--- config.mk ---
export PLATFORM = sky130hd
export DESIGN_NAME = frn_ctrl
export DESIGN_NICKNAME = d
export VERILOG_FILES = /design/src/design/frn_pkg.sv /design/src/design/frn_ctrl.sv
export SDC_FILE = /design/constraint.sdc
export NUM_CORES = 1
export LEC_CHECK = 0
export BUFFER_PORTS_ARGS = -buffer_cell sky130_fd_sc_hd__buf_2
export CORE_AREA = 2 2 39 41
export CTS_CLUSTER_SIZE = 20
export DETAILED_ROUTE_END_ITERATION = 8
export DIE_AREA = 0 0 41 43
export PLACE_DENSITY = 0.48
export REMOVE_ABC_BUFFERS = 1
export SETUP_SLACK_MARGIN = 0.05
export SYNTH_ARGS = -nofsm -noshare
export SYNTH_HDL_FRONTEND = slang
export SYNTH_SLANG_ARGS = --single-unit
--- constraint.sdc ---
create_clock -name clk -period 0.9 [get_ports clk]
set_input_delay 0.09 -clock clk [delete_from_list [all_inputs] [get_ports clk]]
set_output_delay 0.09 -clock clk [all_outputs]
set_load 0.02 [all_outputs]
--- src/design/frn_pkg.sv ---
// ----------------------------------------------------------------------------
// frn_pkg: shared types and constants of the frame rate negotiator
// Field widths, mode codes, fixed-point constants and the control bundles
// between the controller and the datapath.
// ----------------------------------------------------------------------------
package frn_pkg;

    localparam int FRAC_BITS  = 8;
    localparam int START_RATE = 15;

    localparam int CLIENT_W  = 14;
    localparam int RATE_W    = 4;
    localparam int MARGIN_W  = 8;
    localparam int BITRATE_W = 31;
    localparam int COUNT_W   = 32;
    localparam int ACC_W     = 40;
    localparam int DIVD_W    = 22;
    localparam int DIVS_W    = 14;
    localparam int CFG_ADDR_W = 3;
    localparam int CFG_DATA_W = 14;
    localparam int IN_DATA_W  = 48;
    localparam int OUT_DATA_W = 56;

    localparam logic [1:0] MODE_RECEIVE = 2'd0;
    localparam logic [1:0] MODE_BUILD   = 2'd1;
    localparam logic [1:0] MODE_FRAME   = 2'd2;
    localparam logic [1:0] MODE_RESET   = 2'd3;

    localparam logic [1:0] CHANGE_DOWN = 2'd1;
    localparam logic [1:0] CHANGE_UP   = 2'd2;

    localparam logic [CFG_ADDR_W-1:0] REG_CLIENT_FPS = 3'd0;
    localparam logic [CFG_ADDR_W-1:0] REG_MAX_OWN    = 3'd1;
    localparam logic [CFG_ADDR_W-1:0] REG_CEILING    = 3'd2;
    localparam logic [CFG_ADDR_W-1:0] REG_FLOOR      = 3'd3;
    localparam logic [CFG_ADDR_W-1:0] REG_MARGIN     = 3'd4;

    localparam logic [CLIENT_W-1:0] CLIENT_RESET = CLIENT_W'(START_RATE << FRAC_BITS);
    localparam logic [CLIENT_W:0]   TENTH_Q      = (CLIENT_W+1)'(((1 << FRAC_BITS) + 5) / 10);
    localparam logic [BITRATE_W-1:0] BITRATE_MAX = {BITRATE_W{1'b1}};
    localparam logic [29:0]         RECIP_FIVE   = 30'h33333334;

    typedef struct packed {
        logic load;
        logic exec;
        logic scale;
        logic fc_first;
        logic fc_index;
        logic out_load;
    } frn_cmd_t;

    typedef struct packed {
        logic need_div;
        logic div_done;
    } frn_status_t;

endpackage

--- src/design/frn_ctrl.sv ---
// ----------------------------------------------------------------------------
// frn_ctrl: sequencing controller
// Steps one item through execute and then scale, or divide and frame
// index phases, and keeps the output item valid until it is taken.
// ----------------------------------------------------------------------------
module frn_ctrl
    import frn_pkg::*;
(
    input  logic        clk,
    input  logic        rst_n,
    input  logic        in_valid,
    output logic        in_ready,
    output logic        out_valid,
    input  logic        out_ready,
    input  frn_status_t status,
    output frn_cmd_t    cmd
);

    localparam logic [2:0] S_IDLE  = 3'd0;
    localparam logic [2:0] S_EXEC  = 3'd1;
    localparam logic [2:0] S_DIV   = 3'd2;
    localparam logic [2:0] S_FC1   = 3'd3;
    localparam logic [2:0] S_FC2   = 3'd4;
    localparam logic [2:0] S_DONE  = 3'd5;
    localparam logic [2:0] S_SCALE = 3'd6;

    logic [2:0] state_reg;
    logic [2:0] state_next;
    logic       out_valid_reg;
    logic       out_free;

    assign out_free  = !out_valid_reg || out_ready;
    assign in_ready  = (state_reg == S_IDLE);
    assign out_valid = out_valid_reg;

    always_comb
    begin
        state_next = state_reg;
        cmd        = '0;
        unique case (state_reg)
            S_IDLE:
            begin
                if (in_valid)
                begin
                    cmd.load   = 1'b1;
                    state_next = S_EXEC;
                end
            end
            S_EXEC:
            begin
                cmd.exec   = 1'b1;
                state_next = status.need_div ? S_DIV : S_SCALE;
            end
            S_SCALE:
            begin
                cmd.scale  = 1'b1;
                state_next = S_DONE;
            end
            S_DIV:
            begin
                if (status.div_done)
                begin
                    state_next = S_FC1;
                end
            end
            S_FC1:
            begin
                cmd.fc_first = 1'b1;
                state_next   = S_FC2;
            end
            S_FC2:
            begin
                cmd.fc_index = 1'b1;
                state_next   = S_DONE;
            end
            S_DONE:
            begin
                if (out_free)
                begin
                    cmd.out_load = 1'b1;
                    state_next   = S_IDLE;
                end
            end
            default:
            begin
                state_next = S_IDLE;
            end
        endcase
    end

    always_ff @(posedge clk or negedge rst_n)
    begin
        if (!rst_n)
        begin
            state_reg     <= S_IDLE;
            out_valid_reg <= 1'b0;
        end
        else
        begin
            state_reg <= state_next;
            if (cmd.out_load)
            begin
                out_valid_reg <= 1'b1;
            end
            else if (out_ready)
            begin
                out_valid_reg <= 1'b0;
            end
        end
    end

`ifndef NO_ASSERTIONS
    a_load_to_exec: assert property (@(posedge clk) disable iff (!rst_n)
        cmd.load |=> state_reg == S_EXEC)
        else $error("accepted item did not enter execute");
    a_out_load_valid: assert property (@(posedge clk) disable iff (!rst_n)
        cmd.out_load |=> out_valid_reg)
        else $error("output item not presented after load");
    a_div_leaves: assert property (@(posedge clk) disable iff (!rst_n)
        (state_reg == S_DIV && status.div_done) |=> state_reg != S_DIV)
        else $error("divide phase did not end on done");
    a_single_cmd: assert property (@(posedge clk) disable iff (!rst_n)
        $onehot0({cmd.load, cmd.exec, cmd.scale, cmd.fc_first, cmd.fc_index,
                  cmd.out_load}))
        else $error("more than one datapath command at once");
`endif

endmodule

Word-level counts from Yosys, hierarchy flattened
Index checks and enable logic that the tools add are counted.
- bits of input ports: 6
- memories: 0
- bits in writable memories: 0
- ROM bits: 0
- flip-flop bits (word level): 4
- latch bits: 0
- word-level logic and storage cells: 32
- divide/modulo/power cells: 0
- muxes and demuxes: 15
- order comparisons: 0
- multiply operators: 0
- reductions and logical operators: 6
- equality and inequality tests: 9
- shift-type cells: 0
- $add $sub $neg: 0
- bitwise gates (word level): 0
- operators by type and width (operator ; number):
    one-hot mux 3 bit (6 select lines) ; 1
    two-way mux 3 bit ; 4
    two-way mux 1 bit ; 10
    equality test 3 bit (second input constant) ; 3
    equality test 3 x 2 -> 1 bit (second input constant) ; 2
    != test 2 bit (second input constant) ; 3
    equality test 3 x 1 -> 1 bit (second input constant) ; 1
    zero test 3 bit ; 1
    AND reduction 3 bit ; 1
    nonzero test 2 bit ; 1
    OR reduction 2 bit ; 1
    zero test 1 bit ; 1
    logical OR 1 bit ; 1

Longest topological paths before layout
- depth after elaboration: 5
- gate-level depth with buffers: 3

Worst setup path after synthesis
Ideal clock, no wire load.
- kind: register to output
- start point: register state_reg[1]
- end point: output cmd[5] (netlist name)
- path slack: -272 ps
- stages on the path, launching flop included: 4
- required time: 810 ps
- arrival: 1082 ps
- path through: dfrtp_1 > buf_6 > nor3_2 > and2_1
- RTL lines (what ; line ; text):
    start, declared ; frn_ctrl.sv:27 ; logic [2:0] state_reg;
    start signal, assigned ; frn_ctrl.sv:100 ; state_reg <= state_next;
    end, declared ; frn_ctrl.sv:16 ; output frn_cmd_t cmd

==> metrics.cfg <==
[worst_setup_path]
r2r_setup_slack_ns=-0.07
reg2reg_from=state_reg[0]
reg2regPathDepth=4
critPathSlowestCell=dfrtp_2
cp_max_fo=5
crit_required_ns=0.81
crit_type=reg2out
r2r_end=state_reg[1]
crit_chain=nand3b_1, a21oi_1, buf_4
crit_arrival_ns=1.14
start_kind=flop
critPathMaxStageDelay_ns=0.44
cp-end-kind=output pin

[timing]
finalSetupTns_ns=-2.22
fin_crit_sh=1.37
fin_ws_ns=-0.333
rsz0062_at_grt=yes
max_freq_mhz=811
hold_viol_final=0
worstMarginPinSlew_ns=0.179
relSlewSlack=0.880
drv_slew=0
layout_min_cycle_time_ns=1.23
fin_skew_ns=0.00437
finalSetupViolations=10

[hold_path]
min_to=out_valid
min-delay-start=out_ready
hp-class=in2reg
hold_depth=2

[grt]
grt_pass1_wl_microns=938
grt_max_degree=7
track_usage=0.0848
gr-total-overflow=0
antenna_found_initial=0
grt_pass1_vias=238

[pwr]
peakVddDrop_uv=1080
powerDensity_nw_per_um2=3880
p_leak_nw=0.231

[final_layout]
num_antenna_cells=0
fin_nets=57
design_area_sq_um=469
seq_area_sq_um=104
n_fill_cell=148
multiInputGateArea_sq_um=140
largest_reg_flops=3
area_growth_pct=96.3
final_cell_mix=buf_4 (7), buf_6 (7), buf_2 (6), nor2_1 (5)
drive_gt1_frac=0.612

[synthesis]
synthesis.instances=26
avgSynthCellArea_sq_um=9.19
syn-cell-area_sq_um=239
yosys.cell_types.count=15
synth_seq_cells=4
synth_top_area_cell=dfrtp_1
synth.area.top_cells=dfrtp_1 (42%), nor2_1 (7.9%), o211ai_1 (6.3%), nand2b_1 (5.2%), buf_6 (4.7%)
yosys_warnings=0
yosysSeqAreaShare=0.419
yosysTopAreaCellShare=0.419

[placed_design]
post_dp_cell_area_sq_um=343
gp_congestion=0.696
port_buffers=13
hpwl_microns=446

[cts]
tritoncts=built
ctsRootBufferMaster=clkbuf_4
numCtsBuffers=3
clock_latency_ns=0.24
clock-sinks=4
clk_pin_slew_ns=0.04
clock_path_buffers=2
ctsHtreeMaxLevel=1

[outcome]
status=finished with violations
violations=negative setup slack

[floorplan]
die_w_microns=41
io_pins=14
placementRows=14
start_util=0.173
coreArea_sq_um=1380
dieHeight_microns=43
die-area_sq_um=1760

[detailed_routing]
wl_per_cell_microns=9.23
drt_pre_antenna_iters=1
viasPerCell=3.85
postRouteWirelength_microns=600
initialDrtViolationCount=0
via_count=250
ant_nets=0
remaining_drc_errors=0

[job]
cap_viol_max_count=0

==> cell families after synthesis <==
group	share of synthesized area
and+or+nand+nor	0.304
xor gates and xnor gates	0.0367
AOI/OAI and AO/OA	0.105
muxes	0.0419
buffers and inverters	0.0942
DFF	0.419
==> worst max-delay path by stage <==
stage                 startpoint  slack [ns]  cells after the start            to
floorplan           state_reg[2]       -0.27                      2        cmd[5]
global placement    state_reg[1]       -0.09                      3  state_reg[0]
detailed placement  state_reg[2]       -0.10                      3        cmd[5]
CTS                 state_reg[1]       -0.33                      3        cmd[5]
global route        state_reg[1]       -0.40                      3        cmd[0]
finish              state_reg[1]       -0.33                      3        cmd[0]
==> routing by layer <==
layer	global-route usage	vias up	routed length (microns)	share of wire
met4	0.0400	0	0	0
met5	0	-	0	0
li1	-	132	-	-
met2	0.113	10	289	0.48
met1	0.0980	108	263	0.44
met3	0.0628	0	47	0.078
==> Yosys cell counts, drive strengths merged <==
master	number
a21oi	1
and2	1
buf	1
dfrtp	4
inv	3
mux2i	1
nand2b	2
nand3b	1
nand4bb	1
nor2	5
nor2b	1
nor3	1
o211ai	2
o21ai	1
xnor2	1
==> cell type report <==
class,count,share of cell area
Inverter,3,0.0240
Tap cell,16,0.0427
Sequential cell,4,0.221
Timing Repair Buffer,21,0.365
Multi-Input combinational cell,18,0.299
Clock buffer,3,0.0480
==> critical path, delay by kind of cell (launching register included) <==
kind / cells / cell delay (ns)
flops: 1 / 0.44
simple gates: 1 / 0.19
compound gates: 1 / 0.13
buf+inv: 1 / 0.15
==> what timing repair did <==
item | in CTS | in global routing
hold buffers | 1 | 0
hold endpoints to repair | 4 | 0
gates resized for setup | 13 | 10
buffers inserted | 3 | 2
pin swaps | 3 | 5
endpoints found under the setup margin | 11 | 11
==> power by group <==
| part | switching [W] | leakage (nW) | internal, W |
|---|---|---|---|
| combinational | 0.000501 | 0.171 | 0.000663 |
| clock | 0.0000760 | 0.0138 | 0.000149 |
| sequential | 0.000146 | 0.0465 | 0.000284 |
| total | 0.000723 | 0.231 | 0.00110 |
==> per-stage QoR <==
stage	power [W]	hold WS [ns]	setup WS [ns]	instances	util
after floorplan	0.000847	-0.206	-0.271	25	-
after global placement	0.00118	-0.101	-0.0940	58	0.248
after detailed placement	0.00118	-0.102	-0.101	58	0.248
after CTS	0.00168	0.0704	-0.331	65	0.317
after global routing	0.00194	0.0787	-0.399	65	0.339
final	0.00182	0.0751	-0.333	65	0.339
No activity file was read; power rests on OpenSTA's default activity.
